===== config.mk =====
export PLATFORM = sky130hd
export DESIGN_NAME = length_prefixed_row_deframer_unit
export DESIGN_NICKNAME = d
export VERILOG_FILES = /design/src/sv/lprd_pkg.sv /design/src/sv/lprd_in_reg.sv /design/src/sv/lprd_core.sv /design/src/sv/length_prefixed_row_deframer_unit.sv
export SDC_FILE = /design/constraint.sdc
export NUM_CORES = 2
export LEC_CHECK = 0
export BUFFER_PORTS_ARGS = -buffer_cell sky130_fd_sc_hd__buf_2
export CORE_ASPECT_RATIO = 0.9
export CORE_MARGIN = 5
export CORE_UTILIZATION = 60
export DETAILED_ROUTE_END_ITERATION = 8
export GPL_TIMING_DRIVEN = 0
export PLACE_DENSITY = 0.88
export SLEW_MARGIN = 20
export SYNTH_ARGS = -nofsm -noshare
export SYNTH_HDL_FRONTEND = slang
export SYNTH_SLANG_ARGS = --single-unit

===== constraint.sdc =====
create_clock -name aclk -period 9.28 [get_ports aclk]
set_input_delay 1.392 -clock aclk [delete_from_list [all_inputs] [get_ports aclk]]
set_output_delay 1.392 -clock aclk [all_outputs]
set_load 0.01 [all_outputs]

===== src/sv/lprd_pkg.sv =====
// lprd_pkg: shared types and constants for the length-prefixed row deframer
// depends on nothing; imported by every module of the block
`timescale 1ns / 1ps

package lprd_pkg;

    localparam int unsigned BYTE_W   = 8;
    localparam int unsigned CNT_W    = 32;
    localparam int unsigned HDR_W    = 64;
    localparam int unsigned HCNT_W   = 3;
    localparam int unsigned CFG_IDX_W = 2;
    localparam int unsigned CFG_DATA_W = 8;
    localparam int unsigned M_TDATA_W = 144;

    localparam logic [CNT_W-1:0] CNT_MAX = '1;
    localparam logic [HDR_W-1:0] HDR_MAX = '1;

    // configuration register indexes
    typedef enum logic [CFG_IDX_W-1:0] {
        REG_HDR_LOG2  = 2'd0,
        REG_MSB_FIRST = 2'd1,
        REG_ITEM_SIZE = 2'd2
    } cfg_idx_t;

    typedef struct packed {
        logic [1:0]        hdr_log2;
        logic              msb_first;
        logic [BYTE_W-1:0] item_size;
    } cfg_t;

    typedef struct packed {
        logic [BYTE_W-1:0] data_byte;
        logic              last_byte;
    } in_item_t;

    typedef struct packed {
        logic [BYTE_W-1:0] payload_byte;
        logic              byte_role;
        logic [CNT_W-1:0]  row_index;
        logic              row_done;
        logic [CNT_W-1:0]  row_end_items;
        logic              stream_done;
        logic              status;
        logic [CNT_W-1:0]  rows_total;
        logic [CNT_W-1:0]  bytes_consumed;
    } result_t;

endpackage


===== src/sv/lprd_in_reg.sv =====
// lprd_in_reg: input register stage of the deframer
// depends on lprd_pkg
`timescale 1ns / 1ps

module lprd_in_reg
    import lprd_pkg::*;
(
    input  logic     aclk,
    input  logic     aresetn,
    input  logic     in_valid,
    output logic     in_ready,
    input  in_item_t in_item,
    output logic     out_valid,
    input  logic     out_take,
    output in_item_t out_item
);

    logic     valid_reg;
    in_item_t item_reg;

    // take a new transaction when empty or when the held one leaves this cycle
    assign in_ready  = !valid_reg || out_take;
    assign out_valid = valid_reg;
    assign out_item  = item_reg;

    always_ff @(posedge aclk) begin
        if (!aresetn) begin
            valid_reg <= 1'b0;
        end else if (in_ready) begin
            valid_reg <= in_valid;
        end
    end

    always_ff @(posedge aclk) begin
        if (in_ready && in_valid) begin
            item_reg <= in_item;
        end
    end

endmodule


===== src/sv/lprd_core.sv =====
// lprd_core: parser state and per-byte step logic of the deframer
// depends on lprd_pkg
`timescale 1ns / 1ps

module lprd_core
    import lprd_pkg::*;
(
    input  logic     aclk,
    input  logic     aresetn,
    input  cfg_t     cfg,
    input  logic     step_en,
    input  in_item_t item,
    output result_t  result
);

    logic [HDR_W-1:0]  header_value_reg, header_value_next;
    logic [HCNT_W-1:0] header_count_reg, header_count_next;
    logic              in_payload_reg, in_payload_next;
    logic [HDR_W-1:0]  payload_left_reg, payload_left_next;
    logic [CNT_W-1:0]  row_counter_reg, row_counter_next;
    logic [CNT_W-1:0]  item_total_reg, item_total_next;
    logic [CNT_W-1:0]  consumed_count_reg, consumed_count_next;
    logic [CNT_W-1:0]  byte_counter_reg, byte_counter_next;

    logic [CNT_W-1:0]         byte_cnt_inc;
    logic [HCNT_W:0]          hcount_inc;
    logic [HCNT_W:0]          hlen;
    logic                     hdr_full;
    logic [HDR_W-1:0]         hdr_le;
    logic [HDR_W-1:0]         hdr_asm;
    logic [HDR_W+BYTE_W-1:0]  prod;
    logic [HDR_W-1:0]         pay_bytes;
    logic [HDR_W-1:0]         pl_dec;
    logic                     finish;
    logic [HDR_W-1:0]         hv_cur;
    logic [CNT_W:0]           item_sum;
    logic [CNT_W-1:0]         item_sat;
    logic [CNT_W-1:0]         row_inc;

    always_comb begin
        byte_cnt_inc = (byte_counter_reg == CNT_MAX) ? CNT_MAX : byte_counter_reg + 1'b1;
        hcount_inc   = {1'b0, header_count_reg} + 1'b1;
        hlen         = (HCNT_W+1)'(1) << cfg.hdr_log2;
        hdr_full     = (hcount_inc >= hlen);

        // little endian drops the byte at its lane, big endian shifts it in
        hdr_le  = header_value_reg
                  | ({{(HDR_W-BYTE_W){1'b0}}, item.data_byte} << {header_count_reg, 3'b000});
        hdr_asm = cfg.msb_first ? {header_value_reg[HDR_W-BYTE_W-1:0], item.data_byte}
                                : hdr_le;

        // payload byte count, saturating on overflow
        prod      = hdr_asm * cfg.item_size;
        pay_bytes = (|prod[HDR_W+BYTE_W-1:HDR_W]) ? HDR_MAX : prod[HDR_W-1:0];

        // a saturated payload never counts down
        pl_dec = (payload_left_reg == HDR_MAX) ? HDR_MAX : payload_left_reg - 1'b1;

        finish = in_payload_reg ? (pl_dec == '0) : (hdr_full && (pay_bytes == '0));
        hv_cur = in_payload_reg ? header_value_reg : hdr_asm;

        item_sum = {1'b0, item_total_reg} + {1'b0, hv_cur[CNT_W-1:0]};
        item_sat = ((|hv_cur[HDR_W-1:CNT_W]) || item_sum[CNT_W]) ? CNT_MAX
                                                                 : item_sum[CNT_W-1:0];
        row_inc  = (row_counter_reg == CNT_MAX) ? CNT_MAX : row_counter_reg + 1'b1;
    end

    always_comb begin
        byte_counter_next   = byte_cnt_inc;
        row_counter_next    = row_counter_reg;
        item_total_next     = item_total_reg;
        consumed_count_next = consumed_count_reg;
        header_value_next   = header_value_reg;
        header_count_next   = header_count_reg;
        in_payload_next     = in_payload_reg;
        payload_left_next   = payload_left_reg;

        if (finish) begin
            row_counter_next    = row_inc;
            item_total_next     = item_sat;
            consumed_count_next = byte_cnt_inc;
            header_value_next   = '0;
            header_count_next   = '0;
            in_payload_next     = 1'b0;
            payload_left_next   = '0;
        end else if (in_payload_reg) begin
            payload_left_next = pl_dec;
        end else begin
            header_value_next = hdr_asm;
            if (hdr_full) begin
                header_count_next = '0;
                in_payload_next   = 1'b1;
                payload_left_next = pay_bytes;
            end else begin
                header_count_next = hcount_inc[HCNT_W-1:0];
            end
        end
    end

    always_comb begin
        result.payload_byte   = item.data_byte;
        result.byte_role      = in_payload_reg;
        result.row_index      = row_counter_reg;
        result.row_done       = finish;
        result.row_end_items  = finish ? item_sat : '0;
        result.stream_done    = item.last_byte;
        // any byte that does not close a row leaves a header or payload open
        result.status         = item.last_byte && !finish;
        result.rows_total     = row_counter_next;
        result.bytes_consumed = consumed_count_next;
    end

    always_ff @(posedge aclk) begin
        if (!aresetn) begin
            header_value_reg   <= '0;
            header_count_reg   <= '0;
            in_payload_reg     <= 1'b0;
            payload_left_reg   <= '0;
            row_counter_reg    <= '0;
            item_total_reg     <= '0;
            consumed_count_reg <= '0;
            byte_counter_reg   <= '0;
        end else if (step_en) begin
            if (item.last_byte) begin
                header_value_reg   <= '0;
                header_count_reg   <= '0;
                in_payload_reg     <= 1'b0;
                payload_left_reg   <= '0;
                row_counter_reg    <= '0;
                item_total_reg     <= '0;
                consumed_count_reg <= '0;
                byte_counter_reg   <= '0;
            end else begin
                header_value_reg   <= header_value_next;
                header_count_reg   <= header_count_next;
                in_payload_reg     <= in_payload_next;
                payload_left_reg   <= payload_left_next;
                row_counter_reg    <= row_counter_next;
                item_total_reg     <= item_total_next;
                consumed_count_reg <= consumed_count_next;
                byte_counter_reg   <= byte_counter_next;
            end
        end
    end

endmodule


===== src/sv/length_prefixed_row_deframer_unit.sv =====
// length_prefixed_row_deframer_unit: top level of the row deframer
// depends on lprd_pkg, lprd_in_reg and lprd_core
//
//  channel  | dir | handshake          | payload
//  ---------+-----+--------------------+---------------------------------------
//  s_       | in  | s_tvalid/s_tready  | s_tdata: data_byte, s_tlast: last_byte
//  m_       | out | m_tvalid/m_tready  | m_tdata: result fields, m_tuser: role,
//           |     |                    | m_tlast: stream_done
//  cfg_     | in  | cfg_wr_en          | cfg_addr, cfg_wr_data
//
// one transaction in, one result out; a byte is taken every cycle when the
// result side keeps up, and its result reaches m_ through the input register,
// then step logic into the result register
// the header multiply by item_size and the 64-bit payload countdown sit in the
// combinational step logic between the two registers
// reset (synchronous, aresetn low) empties both registers and clears the parser
// state; configuration returns to hdr_log2 0, little endian, item_size 1
// a stalled result holds; the input register keeps accepting until it is full
`timescale 1ns / 1ps

module length_prefixed_row_deframer_unit
    import lprd_pkg::*;
(
    input  logic                   aclk,
    input  logic                   aresetn,

    input  logic                   s_tvalid,
    output logic                   s_tready,
    input  logic [BYTE_W-1:0]      s_tdata,   // [7:0] data_byte
    input  logic                   s_tlast,   // last_byte

    output logic                   m_tvalid,
    input  logic                   m_tready,
    // [7:0] payload_byte, [39:8] row_index, [40] row_done, [72:41] row_end_items,
    // [73] status, [105:74] rows_total, [137:106] bytes_consumed, rest zero
    output logic [M_TDATA_W-1:0]   m_tdata,
    output logic                   m_tuser,   // byte_role
    output logic                   m_tlast,   // stream_done

    input  logic                   cfg_wr_en,
    input  logic [CFG_IDX_W-1:0]   cfg_addr,
    input  logic [CFG_DATA_W-1:0]  cfg_wr_data
);

    cfg_t     cfg_reg;
    in_item_t s_item;
    in_item_t stage_item;
    logic     stage_valid;
    logic     advance;
    result_t  step_result;
    logic     m_valid_reg;
    result_t  result_reg;

    // configuration registers, unknown indexes are ignored
    always_ff @(posedge aclk) begin
        if (!aresetn) begin
            cfg_reg.hdr_log2  <= 2'd0;
            cfg_reg.msb_first <= 1'b0;
            cfg_reg.item_size <= BYTE_W'(1);
        end else if (cfg_wr_en) begin
            case (cfg_idx_t'(cfg_addr))
                REG_HDR_LOG2:  cfg_reg.hdr_log2  <= cfg_wr_data[1:0];
                REG_MSB_FIRST: cfg_reg.msb_first <= cfg_wr_data[0];
                REG_ITEM_SIZE: cfg_reg.item_size <= cfg_wr_data;
                default: ;
            endcase
        end
    end

    assign s_item.data_byte = s_tdata;
    assign s_item.last_byte = s_tlast;

    // the staged byte steps the parser when the result register is free
    assign advance = stage_valid && (!m_valid_reg || m_tready);

    lprd_in_reg u_in_reg (
        .aclk      (aclk),
        .aresetn   (aresetn),
        .in_valid  (s_tvalid),
        .in_ready  (s_tready),
        .in_item   (s_item),
        .out_valid (stage_valid),
        .out_take  (advance),
        .out_item  (stage_item)
    );

    lprd_core u_core (
        .aclk    (aclk),
        .aresetn (aresetn),
        .cfg     (cfg_reg),
        .step_en (advance),
        .item    (stage_item),
        .result  (step_result)
    );

    // result register
    always_ff @(posedge aclk) begin
        if (!aresetn) begin
            m_valid_reg <= 1'b0;
        end else if (!m_valid_reg || m_tready) begin
            m_valid_reg <= stage_valid;
        end
    end

    always_ff @(posedge aclk) begin
        if (advance) begin
            result_reg <= step_result;
        end
    end

    assign m_tvalid = m_valid_reg;
    assign m_tuser  = result_reg.byte_role;
    assign m_tlast  = result_reg.stream_done;
    assign m_tdata  = {6'b0,
                       result_reg.bytes_consumed,
                       result_reg.rows_total,
                       result_reg.status,
                       result_reg.row_end_items,
                       result_reg.row_done,
                       result_reg.row_index,
                       result_reg.payload_byte};

endmodule

==> metrics.yaml <==
vias: 35030
placed_cells: 5232
crit_start: "cfg_reg[8]"
yosysTopAreaCellShare: 0.1945
drt-wirelength-per-cell_um: 23.60
cts.clk_slew.worst_paths_ns: 0.06
crit_slowest_cell: "or4_1"
endpoint_kind: "flip-flop"
antenna_found_initial: 5
crit_top_cell: "fa_1"
vdd_ir_drop_max_mv: 0.1498
ant_nets: 0
seq_area_frac_synth: 0.2588
clock.fmax_ghz: 0.1094
design_area_um2: 42620
worstSetupPathType: "reg -> reg"
skew_ns: 0.02725
synth_cell_types: 102
slew_headroom: 0.2112
overflow: 0
crit_path_start_kind: "flip-flop"
worst_pin_slew_ns: 1.171
die_area_um2: 69170
synth_compound_area_frac: 0.1724
fp.dieH_um: 250
htree_levels: 2
io_buffer_count: 164
total_power_mw: 4.913
r2r-end: "u_core.payload_left_reg[44]"
place.gp.congestion: 0.9821
viasPerCell: 6.574
yosys.area_share.simple: 0.2152
p_per_area_nw_per_um2: 115.3
min_period_ns: 9.140
wirelength_mm: 125.8
start_util: 0.6024
worstPathMaxFanout: 10
finalHoldViolations: 0
clk_latency_ns: 0.62
layout_commonest_cell: "nor2b_1"
synth_mux_area_frac: 0.01997
drt_pass1_iterations: 7
crit_end: "u_core.payload_left_reg[44]"
r2r_start: "cfg_reg[8]"
slowest_delay_ns: 0.59
ff2ff_path_depth: 29
hold_class: "reg -> reg"
cts_root_buf: "clkbuf_16"
grt_pass1_vias: 34880
cts_tree: "built"
cp.arrival_ns: 9.63
netlist_area_um2: 38400
drtIter0Drc: 4541
synth_fa_ha_area_frac: 0.2378
die_w_um: 276.7
required_ns: 9.77
synthCells: 4205
grt_first_pass_wirelength_mm: 195.7
cts_buffer_depth: 3
grt_usage: 0.3519
ys_top_cells_by_area: "fa_1 19%, dfxtp_1 14%, edfxtp_1 12%, nor2b_1 6.8%, ha_1 4.3%"
ys_seq_elements: 422
area_growth_pct: 11.00
synth_top_family_by_area: "adder cells"
status: "complete, no violations"
drv_cap: 0
cts_buffers: 43
place_area_um2: 40370
r2r_slack_ns: 0.14
synthXorXnorAreaFrac: 0.03535
synth_ff_type: "dfxtp_1"
drive_above_1_share: 0.1192
largest_reg_flops: 138
fin_crit_sh: 0.9850
rows: 88
cts_sinks: 422
hpwl_mm: 95.05
grt_max_degree: 48
postSynthAreaPerCell_um2: 9.132
yosys.area.top_type: "fa_1"
fin_tns_setup_ns: 0
synth_enable_flop_cells: 149
setup_viol: 0
drcViolationCount: 0
final_nets: 4965
layout_common_cells: "416 x nor2b_1, 373 x fa_1, 283 x inv_1"
coreArea_um2: 63750
leakage_nw: 18.12
ios: 172
ctsHoldBuffers: 0
synth_warnings: 0
fin_cells: 5328
async_flop_share: 0
maxSlewViolCount: 0
final cells by class:
cell class              count  area [um^2]
diodes                      3        7.507
plain buffers             252         1303
clock buffers              56         1176
clock inverters            24        260.3
fillers                  4777        21130
inverters                 287         1085
multi-input cells        3242        26730
flip-flops and latches    422         9952
well taps                 855         1070
repair buffers            187         1044
repair_timing:
| action | 4_1_cts | 5_1_grt |
|---|---|---|
| pin swaps | 7 | 6 |
| setup buffers | 5 | 15 |
| endpoints found under the setup margin | 324 | 323 |
| gates resized for setup | 100 | 100 |
| endpoints found under the hold margin | 0 | 0 |
worst min-delay path by stage:
stage                          startpoint          end  slack, ns  cells after the start
2_1_floorplan   u_core.row_counter_reg[8]  m_tdata[16]       0.41                      0
3_3_place_gp   u_core.row_counter_reg[12]  m_tdata[20]       0.41                      0
3_5_place_dp    u_core.row_counter_reg[8]  m_tdata[16]       0.42                      0
4_1_cts         u_core.row_counter_reg[8]  m_tdata[16]       0.44                      0
5_1_grt         u_core.row_counter_reg[8]  m_tdata[16]       0.45                      0
6_report       u_core.row_counter_reg[22]  m_tdata[30]       0.44                      0
logic make-up (layout without fill, tap and decap cells):
logic type      Yosys count  in the layout
compound gates          969            969
xor+xnor                155            155
fa+ha+maj               506            506
buf+inv                 546            806
flops                   422            422
mux                      70             70
other cells               1              9
simple gates           1536           1536
per-stage QoR:
stage / setup WS, ns / util / hold WS (ns)
2_1_floorplan: 0.9513 / - / 0.4064
3_3_place_gp: -1.810 / 0.6323 / 0.4095
3_5_place_dp: -1.903 / 0.6333 / 0.4225
4_1_cts: 0.001716 / 0.6620 / 0.4382
5_1_grt: -0.04519 / 0.6685 / 0.4496
6_report: 0.1395 / 0.6686 / 0.4415
cell usage after synthesis, types with 47 or more instances:
master,n
clkbuf_1,190
a21oi_1,236
mux2_2,47
nor2_1,269
nor2b_1,416
inv_1,285
nand4_1,70
xnor2_1,94
nand2_1,282
o21ai_0,176
edfxtp_1,149
and2_1,87
nand3_1,58
xor2_1,61
dfxtp_1,273
nor3_1,62
a21o_1,54
fa_1,373
nand2b_1,96
a22o_1,104
ha_1,133
power by group:
part / switching (mW) / leakage [nW] / internal (mW) / total (mW)
logic: 0.725 / 13.9 / 0.374 / 1.10
registers: 0.0437 / 3.55 / 1.96 / 2.00
clock network: 0.820 / 0.684 / 0.995 / 1.81
total: 1.59 / 18.1 / 3.32 / 4.91
metal layers:
layer  routed length, um  share of wire  GRT usage
met1               47260           0.38     0.4615
met2               54860           0.44     0.5386
met3               16520           0.13     0.1025
met4                7078          0.056     0.1721
met5                  31        0.00025          0
critical path, delay by kind of cell (launching register included):
kind	cells	cell delay (ns)
fa+ha+maj	5	2.48
xor+xnor	1	0.11
buf+inv	7	1.39
compound gates	7	1.79
simple gates	9	2.75
flops	1	0.46
Note: power is estimated with default switching activity, not from simulation.
